<file path="config.mk">
export PLATFORM = sky130hd
export DESIGN_NAME = note_event_step_sequencer_top
export DESIGN_NICKNAME = d
export VERILOG_FILES = /design/src/design/nesq_pkg.sv /design/src/design/note_event_step_sequencer_top.sv
export SDC_FILE = /design/constraint.sdc
export NUM_CORES = 2
export LEC_CHECK = 0
export ABC_AREA = 0
export CORE_UTILIZATION = 50
export DETAILED_ROUTE_END_ITERATION = 6
export DONT_BUFFER_PORTS = 1
export PLACE_DENSITY = 0.68
export SLEW_MARGIN = 20
export SYNTH_ARGS = -nofsm -noshare
export SYNTH_HDL_FRONTEND = slang
export SYNTH_SLANG_ARGS = --single-unit
</file>
<file path="constraint.sdc">
create_clock -name clk_i -period 8.1 [get_ports clk_i]
set_input_delay 1.62 -clock clk_i [delete_from_list [all_inputs] [get_ports clk_i]]
set_output_delay 1.62 -clock clk_i [all_outputs]
set_load 0.1 [all_outputs]
</file>
<file path="src/design/nesq_pkg.sv">
// ----------------------------------------------------------------------------
// nesq_pkg
// Shared types and codes of the note event step sequencer.
// ----------------------------------------------------------------------------
package nesq_pkg;

  localparam logic OP_TICK  = 1'b0;
  localparam logic OP_WRITE = 1'b1;

  localparam logic EV_TRIGGER = 1'b0;
  localparam logic EV_RELEASE = 1'b1;

  localparam logic CFG_LOOP_ENABLE = 1'b0;
  localparam logic CFG_LOOP_TICKS  = 1'b1;

  typedef enum logic [1:0] {
    S_IDLE,
    S_EVAL,
    S_FLUSH
  } nesq_state_e;

  typedef struct packed {
    logic [16:0] start;
    logic [15:0] length;
    logic [6:0]  note;
  } nesq_entry_t;

  typedef struct packed {
    logic       kind;
    logic [6:0] note;
    logic [4:0] entry;
  } nesq_event_t;

endpackage

</file>
<file path="src/design/note_event_step_sequencer_top.sv">
// ----------------------------------------------------------------------------
// note_event_step_sequencer_top
// Note table in a synchronous memory; a tick scans one slot per cycle unless held.
// ----------------------------------------------------------------------------
// write request: accepted while idle, and ready does not drop
// tick request: busy for the scan of every slot and the flush, longer for each slot
//   that fires both events and for any output-side stalls; none is taken meanwhile
// events wait in a pending register until the next event or the flush; the last
//   event of a scan is flagged with last_event_o
// reset: tick counter zero, all slots disabled, looping off, loop of 16 ticks
module note_event_step_sequencer_top
  import nesq_pkg::*;
#(
  parameter int MAX_ENTRIES = 32
) (
  input  logic        clk_i,
  input  logic        rst_ni,
  input  logic        cfg_we_i,
  input  logic        cfg_idx_i,
  input  logic [15:0] cfg_wdata_i,
  input  logic        in_valid_i,
  output logic        in_ready_o,
  input  logic        op_i,
  input  logic [4:0]  entry_index_i,
  input  logic        entry_valid_i,
  input  logic [15:0] block_offset_i,
  input  logic [15:0] note_offset_i,
  input  logic [15:0] note_length_i,
  input  logic [6:0]  note_value_i,
  output logic        out_valid_o,
  input  logic        out_ready_i,
  output logic        event_kind_o,
  output logic [6:0]  event_note_o,
  output logic [4:0]  event_entry_o,
  output logic        last_event_o
);

  localparam int IdxW = (MAX_ENTRIES > 1) ? $clog2(MAX_ENTRIES) : 1;
  localparam logic [IdxW-1:0] LastIdx = IdxW'(MAX_ENTRIES - 1);

  nesq_state_e state_q, state_d;
  logic [IdxW-1:0] idx_q, idx_d;
  logic phase_q, phase_d;
  logic [31:0] tick_q, tick_d;
  logic loop_en_q;
  logic [15:0] loop_ticks_q;
  logic [MAX_ENTRIES-1:0] en_q, en_d;

  nesq_entry_t mem_q [MAX_ENTRIES];
  nesq_entry_t rdata_q;
  logic mem_we;
  logic [IdxW-1:0] mem_waddr;
  nesq_entry_t mem_wdata;
  logic rd_en;
  logic [IdxW-1:0] rd_addr;

  nesq_event_t pend_q, pend_d;
  logic have_pend_q, have_pend_d;
  nesq_event_t out_q, out_d;
  logic out_last_q, out_last_d;
  logic out_valid_q, out_valid_d;
  logic out_load;

  logic in_accept;
  logic slot_ok;
  logic out_free;
  logic push_ok;
  logic trig_hit, rel_hit;
  logic cand_match;
  nesq_event_t cand;
  logic [17:0] rel_sum;
  logic [31:0] tick_inc;
  logic [31:0] tick_next;

  assign in_ready_o = (state_q == S_IDLE);
  assign in_accept  = in_valid_i & in_ready_o;
  assign slot_ok    = ({1'b0, entry_index_i} < 6'(MAX_ENTRIES));
  assign out_free   = !out_valid_q || out_ready_i;
  assign push_ok    = !have_pend_q || out_free;

  assign rel_sum  = {1'b0, rdata_q.start} + {2'b00, rdata_q.length};
  assign trig_hit = en_q[idx_q] && ({15'b0, rdata_q.start} == tick_q);
  assign rel_hit  = en_q[idx_q] && ({14'b0, rel_sum} == tick_q);

  assign tick_inc  = tick_q + 32'd1;
  assign tick_next = (loop_en_q && (tick_inc >= {16'b0, loop_ticks_q})) ? 32'd0 : tick_inc;

  always_comb begin
    cand.note  = rdata_q.note;
    cand.entry = 5'(idx_q);
    if (phase_q) begin
      cand.kind  = EV_RELEASE;
      cand_match = 1'b1;
    end else begin
      cand.kind  = trig_hit ? EV_TRIGGER : EV_RELEASE;
      cand_match = trig_hit || rel_hit;
    end
  end

  always_comb begin
    state_d     = state_q;
    idx_d       = idx_q;
    phase_d     = phase_q;
    tick_d      = tick_q;
    en_d        = en_q;
    pend_d      = pend_q;
    have_pend_d = have_pend_q;
    out_load    = 1'b0;
    out_d       = pend_q;
    out_last_d  = 1'b0;
    mem_we      = 1'b0;
    mem_waddr   = entry_index_i[IdxW-1:0];
    mem_wdata   = '{start: {1'b0, block_offset_i} + {1'b0, note_offset_i},
                    length: note_length_i, note: note_value_i};
    rd_en       = 1'b0;
    rd_addr     = '0;
    case (state_q)
      S_IDLE: begin
        if (in_accept) begin
          if (op_i == OP_WRITE) begin
            if (slot_ok) begin
              mem_we = 1'b1;
              en_d[entry_index_i[IdxW-1:0]] = entry_valid_i;
            end
          end else begin
            rd_en       = 1'b1;
            rd_addr     = '0;
            idx_d       = '0;
            phase_d     = 1'b0;
            have_pend_d = 1'b0;
            state_d     = S_EVAL;
          end
        end
      end
      S_EVAL: begin
        if (!(cand_match && !push_ok)) begin
          if (cand_match) begin
            if (have_pend_q) begin
              out_load = 1'b1;
            end
            pend_d      = cand;
            have_pend_d = 1'b1;
          end
          if (!phase_q && trig_hit && rel_hit) begin
            phase_d = 1'b1;
          end else begin
            phase_d = 1'b0;
            if (idx_q == LastIdx) begin
              state_d = S_FLUSH;
            end else begin
              idx_d   = idx_q + 1'b1;
              rd_en   = 1'b1;
              rd_addr = idx_q + 1'b1;
            end
          end
        end
      end
      S_FLUSH: begin
        if (!have_pend_q) begin
          tick_d  = tick_next;
          state_d = S_IDLE;
        end else if (out_free) begin
          out_load    = 1'b1;
          out_last_d  = 1'b1;
          have_pend_d = 1'b0;
          tick_d      = tick_next;
          state_d     = S_IDLE;
        end
      end
      default: begin
        state_d = S_IDLE;
      end
    endcase
  end

  assign out_valid_d = out_load ? 1'b1 : (out_ready_i ? 1'b0 : out_valid_q);

  always_ff @(posedge clk_i or negedge rst_ni) begin
    if (!rst_ni) begin
      state_q      <= S_IDLE;
      idx_q        <= '0;
      phase_q      <= 1'b0;
      tick_q       <= '0;
      en_q         <= '0;
      have_pend_q  <= 1'b0;
      out_valid_q  <= 1'b0;
      loop_en_q    <= 1'b0;
      loop_ticks_q <= 16'd16;
    end else begin
      state_q     <= state_d;
      idx_q       <= idx_d;
      phase_q     <= phase_d;
      tick_q      <= tick_d;
      en_q        <= en_d;
      have_pend_q <= have_pend_d;
      out_valid_q <= out_valid_d;
      if (cfg_we_i) begin
        case (cfg_idx_i)
          CFG_LOOP_ENABLE: loop_en_q <= cfg_wdata_i[0];
          CFG_LOOP_TICKS:  loop_ticks_q <= cfg_wdata_i;
          default: begin
          end
        endcase
      end
    end
  end

  always_ff @(posedge clk_i) begin
    pend_q <= pend_d;
    if (out_load) begin
      out_q      <= out_d;
      out_last_q <= out_last_d;
    end
  end

  // note table
  always_ff @(posedge clk_i) begin
    if (mem_we) begin
      mem_q[mem_waddr] <= mem_wdata;
    end
    if (rd_en) begin
      rdata_q <= mem_q[rd_addr];
    end
  end

  assign out_valid_o   = out_valid_q;
  assign event_kind_o  = out_q.kind;
  assign event_note_o  = out_q.note;
  assign event_entry_o = out_q.entry;
  assign last_event_o  = out_last_q;

  a_pend_only_in_scan: assert property (@(posedge clk_i) disable iff (!rst_ni)
    have_pend_q |-> (state_q != S_IDLE))
    else $error("pending event outside a scan");

  a_tick_moves_at_flush: assert property (@(posedge clk_i) disable iff (!rst_ni)
    (state_q != S_FLUSH) |=> $stable(tick_q))
    else $error("tick changed outside the end of a scan");

  a_no_overwrite: assert property (@(posedge clk_i) disable iff (!rst_ni)
    (out_valid_q && !out_ready_i) |-> !out_load)
    else $error("output event overwritten before it was taken");

  a_last_ends_scan: assert property (@(posedge clk_i) disable iff (!rst_ni)
    (out_load && out_last_d) |=> (state_q == S_IDLE) && !have_pend_q)
    else $error("last event did not close the scan");

endmodule
</file>
==> summary.md <==
| Metric | Value |
|---|---|
| Unrepaired setup endpoints after global routing | `false` |
| Reported leakage power | `22.1 nW` |
| Design Power | `22.5 mW` |
| Worst setup margin | `1.83 ns` |
| Root buffer selected by CTS | `clkbuf_16` |
| Number of cells upsized or downsized after cts | `0` |
| Maximum cell stage delay along the critical path | `0.72 ns` |
| H-tree level count | `4` |
| Pin count of the biggest net entering global routing | `132` |
| Remaining design rule violation count | `0` |
| Post-synthesis cell type count | `88` |
| Power per unit of standard cell area | `337 mW/mm2` |
| FF-to-FF setup slack | `1.83 ns` |
| Ys Warns | `0` |
| TritonCTS buffer count | `147` |
| Number of sinks on the clock net | `1438` |
| Avg Synthesized Cell Area | `14.9 um2` |
| Total nets after synthesis | `4137` |
| Worst Tran Pin Value | `1.16 ns` |
| Clock transition at path regs | `0.07 ns` |
| Number of enable-type register cells in the synthesized netlist | `1347` |
| Total of max-cap violations | `0` |
| Number of buffers inserted to repair setup after CTS | `0` |
| Post-Route WL | `172000 um` |
| Kind of cell with the highest combined delay on the critical path | `compound AO/OA/AOI/OAI gates` |
| Share of synthesized area occupied by flip-flops and latches | `0.716` |
| Synth-to-layout area growth | `11.6%` |
| Vias post-DR | `37400` |
| Layout cell share with drive strength beyond 1 | `0.134` |
| Chip Height | `348 um` |
| Final hold violation count | `0` |
| Maximum resistive drop on vdd | `0.324 mV` |
| NetSw | `7.82 mW` |
| Type of the worst setup path | `reg -> reg` |
| Final-report setup violation count | `0` |
| Net total in the final layout | `4117` |
| Sequential share of power | `0.392` |
| Class of the tightest hold or removal check | `reg -> reg` |
| Internal power summed over all cells | `14.6 mW` |
| Max Root-Sink Buffers | `3` |
| Drt initial violations | `5154` |
| Worst endpoint required time | `8.62 ns` |
| Vias in the first global route | `36200` |
| Sum of net half-perimeters after detailed placement | `98500 um` |
| Count of final max-slew check failures | `0` |
| Setup TNS after final layout | `0 ns` |
| Fin crit share | `0.774` |
| Buffers and inverters on the worst path | `1` |
| Register bit count reported by yosys | `1438` |
| Std-Cell Core Area | `0.118 mm2` |
| Data arrival, critical path | `6.79 ns` |
| Synthesized instance count | `3997` |
| Number of port buffers | `0` |
| First-pass DRT Iterations | `6` |
| Maximum clock frequency | `0.159 GHz` |
| Floorplan row count | `126` |
| Minimum clock period | `6.27 ns` |
| Total die area | `0.121 mm2` |
| CTS tree | `done` |
| Post-Layout Cell Count | `5632` |
| Mean number of vias per cell | `6.64` |
| Chain of cells forming the critical path | `ha_1 > fa_1 > a21oi_1 > o221ai_1 > a2111oi_0 > nor3_1 > a211o_1 > nor4b_1 > and3_1 > or3_2 > buf_4 > a22oi_1 > a311oi_1 > a2bb2oi_1` |
| Antenna-violating nets left | `0` |
| Effective utilization at floorplan | `0.505` |
| Placed Cells | `5364` |
| Wire per inst | `30.6 um` |
| GRT Total Usage | `0.284` |
| Grt ovf | `0` |
| Worst setup SP type | `flip-flop` |
| Setup WS pre-CTS | `1.96 ns` |
| Net switching fraction of the power | `0.348` |
| Post-synthesis cell area | `0.0597 mm2` |
| Initial antenna violation count | `2` |
| Source-to-sink clock delay at the later pin of the worst-skew pair | `0.78 ns` |
| Final antenna diode count | `0` |
| RePlAce Congestion | `0.930` |
| Status | `complete, no violations` |
| Slew Limit Headroom | `0.227` |
| Cell at the slowest stage of the critical path | `and3_1` |
| Part of the total power dissipated in the clock network | `0.298` |
| Number of I/O pins | `100` |
| Top fanout value on the critical path | `30` |
| Hold-fix buffer count after cts | `0` |
| Wire length of the first global-routing pass | `250000 um` |
| Sort of element at the end of the critical path | `flip-flop` |
| Most instantiated flip-flop cell in the synthesis netlist | `edfxtp_1` |
| Largest clock skew in the final design | `0.0339 ns` |
| Combinational Power Share | `0.310` |
| Fraction of synthesis flops using an asynchronous set or reset pin | `0.0633` |
| Floorplan die width | `348 um` |
[cell usage in the layout, fill, tap and decap left out, types with 32 or more instances in the layout]
master / instances
o22ai_1: 77
a32oi_1: 61
nor2_1: 100
a211o_1: 33
edfxtp_1: 1347
buf_4: 100
xnor2_1: 32
nor3_1: 36
nand3_1: 34
and3_1: 38
a222oi_1: 69
nor2_4: 42
mux2i_1: 197
clkbuf_1: 35
mux2_2: 119
nand2_1: 406
clkbuf_16: 150
o211ai_1: 64
a21oi_1: 162
ha_1: 52
inv_1: 59
dfrtp_1: 89
a22oi_1: 90
o21ai_0: 129
a22o_1: 55
[sequential cells by signal, indices dropped and copies added, names as in the netlist]
register	cells
cand	7
en_q	32
event_entry_o	5
event_kind_o	1
event_note_o	7
have_pend_q	1
idx_q	5
last_event_o	1
loop_en_q	1
loop_ticks_q	16
mem_q	1280
out_d	13
out_valid_o	1
phase_q	1
rdata_q	33
state_q	2
tick_q	32
[power by group through the flow]
stage               Combinational [mW]  Clock, mW  Sequential, mW
floorplan                         4.53          0            8.77
global route                      7.35       7.02            8.83
global placement                  6.78          0            8.96
detailed placement                6.79          0            8.96
finish                            6.96       6.70            8.81
CTS                               6.83       6.74            8.81
[synth_stat cells (9+ instances only)]
library cell | count | area (um2)
xnor2_1 | 44 | 385
a2111o_1 | 11 | 124
a221oi_1 | 20 | 175
o211ai_1 | 64 | 480
a21o_1 | 21 | 158
buf_1 | 24 | 90.1
inv_1 | 60 | 225
o2bb2ai_1 | 9 | 78.8
buf_2 | 25 | 125
a32oi_1 | 61 | 534
nor4_1 | 9 | 56.3
xor2_1 | 24 | 210
nand4_1 | 12 | 75.1
mux2_2 | 119 | 1340
a311o_1 | 11 | 110
nand2_1 | 408 | 1530
nor2_1 | 146 | 548
o22ai_1 | 77 | 482
a211o_1 | 33 | 289
a22oi_1 | 90 | 676
a32o_1 | 18 | 180
a222oi_1 | 69 | 691
a2bb2oi_1 | 30 | 263
mux2i_1 | 197 | 1970
o21ai_0 | 131 | 656
ha_1 | 54 | 676
a22o_1 | 55 | 482
a311oi_1 | 12 | 105
nand2b_1 | 9 | 56.3
clkbuf_1 | 215 | 807
edfxtp_1 | 1347 | 40400
a211oi_1 | 16 | 120
a221o_1 | 19 | 190
and3_1 | 38 | 238
o21ai_1 | 13 | 65.1
o21bai_1 | 21 | 158
nand3_1 | 35 | 175
nand3b_1 | 21 | 158
dfrtp_1 | 90 | 2250
a21oi_1 | 163 | 816
nor3_1 | 39 | 195
[per-layer routing]
metal / vias to the layer above / part of all wire / GRT usage
met4: 0 / 0.035 / 0.103
met1: 19000 / 0.40 / 0.404
met3: 344 / 0.11 / 0.0563
met5: - / 0 / 0
li1: 15800 / - / -
met2: 2299 / 0.45 / 0.436
[cell families (layout without fill, tap and decap cells)]
group	count (synthesis)	after routing	share of synthesized area
AOI/OAI and AO/OA	1003	1003	0.123
xor gates and xnor gates	68	68	0.00998
adders and majority gates	56	56	0.0120
buffers and inverters	333	432	0.0222
DFF	1438	1438	0.716
muxes	324	324	0.0585
and+or+nand+nor	775	775	0.0587
[worst paths after layout]
path / cells past startpoint / endpoint / start
max: 14 / rdata_q[19]$_DFFE_PP_ / rdata_q[7]$_DFFE_PP_
min: 0 / event_note_o[0]$_DFFE_PP_ / out_d[5]$_DFFE_PP_
max reg2reg: 14 / rdata_q[19]$_DFFE_PP_ / rdata_q[7]$_DFFE_PP_
min reg2reg: 0 / event_note_o[0]$_DFFE_PP_ / out_d[5]$_DFFE_PP_
max in group asynchronous: 0 / loop_ticks_q[4]$_DFFE_PN1P_ / rst_ni
min in group asynchronous: 0 / tick_q[21]$_DFFE_PN0P_ / rst_ni
[final cells by class]
cell class	instances	area, um2
Fill cell	9083	51600
Sequential cell	1438	42700
Multi-Input combinational cell	2226	16200
Clock buffer	187	3910
Tap cell	1536	1920
Timing Repair Buffer	103	811
Clock inverter	81	802
Inverter	61	231
[metrics by stage]
stage / hold slack (ns) / instance area (um2) / util
floorplan: 0.400 / 59700 / -
global placement: 0.403 / 61900 / 0.523
finish: 0.418 / 66600 / 0.564
global route: 0.424 / 66600 / 0.564
CTS: 0.418 / 66600 / 0.563
detailed placement: 0.405 / 61900 / 0.523
No activity file was read; power rests on OpenSTA's default activity.
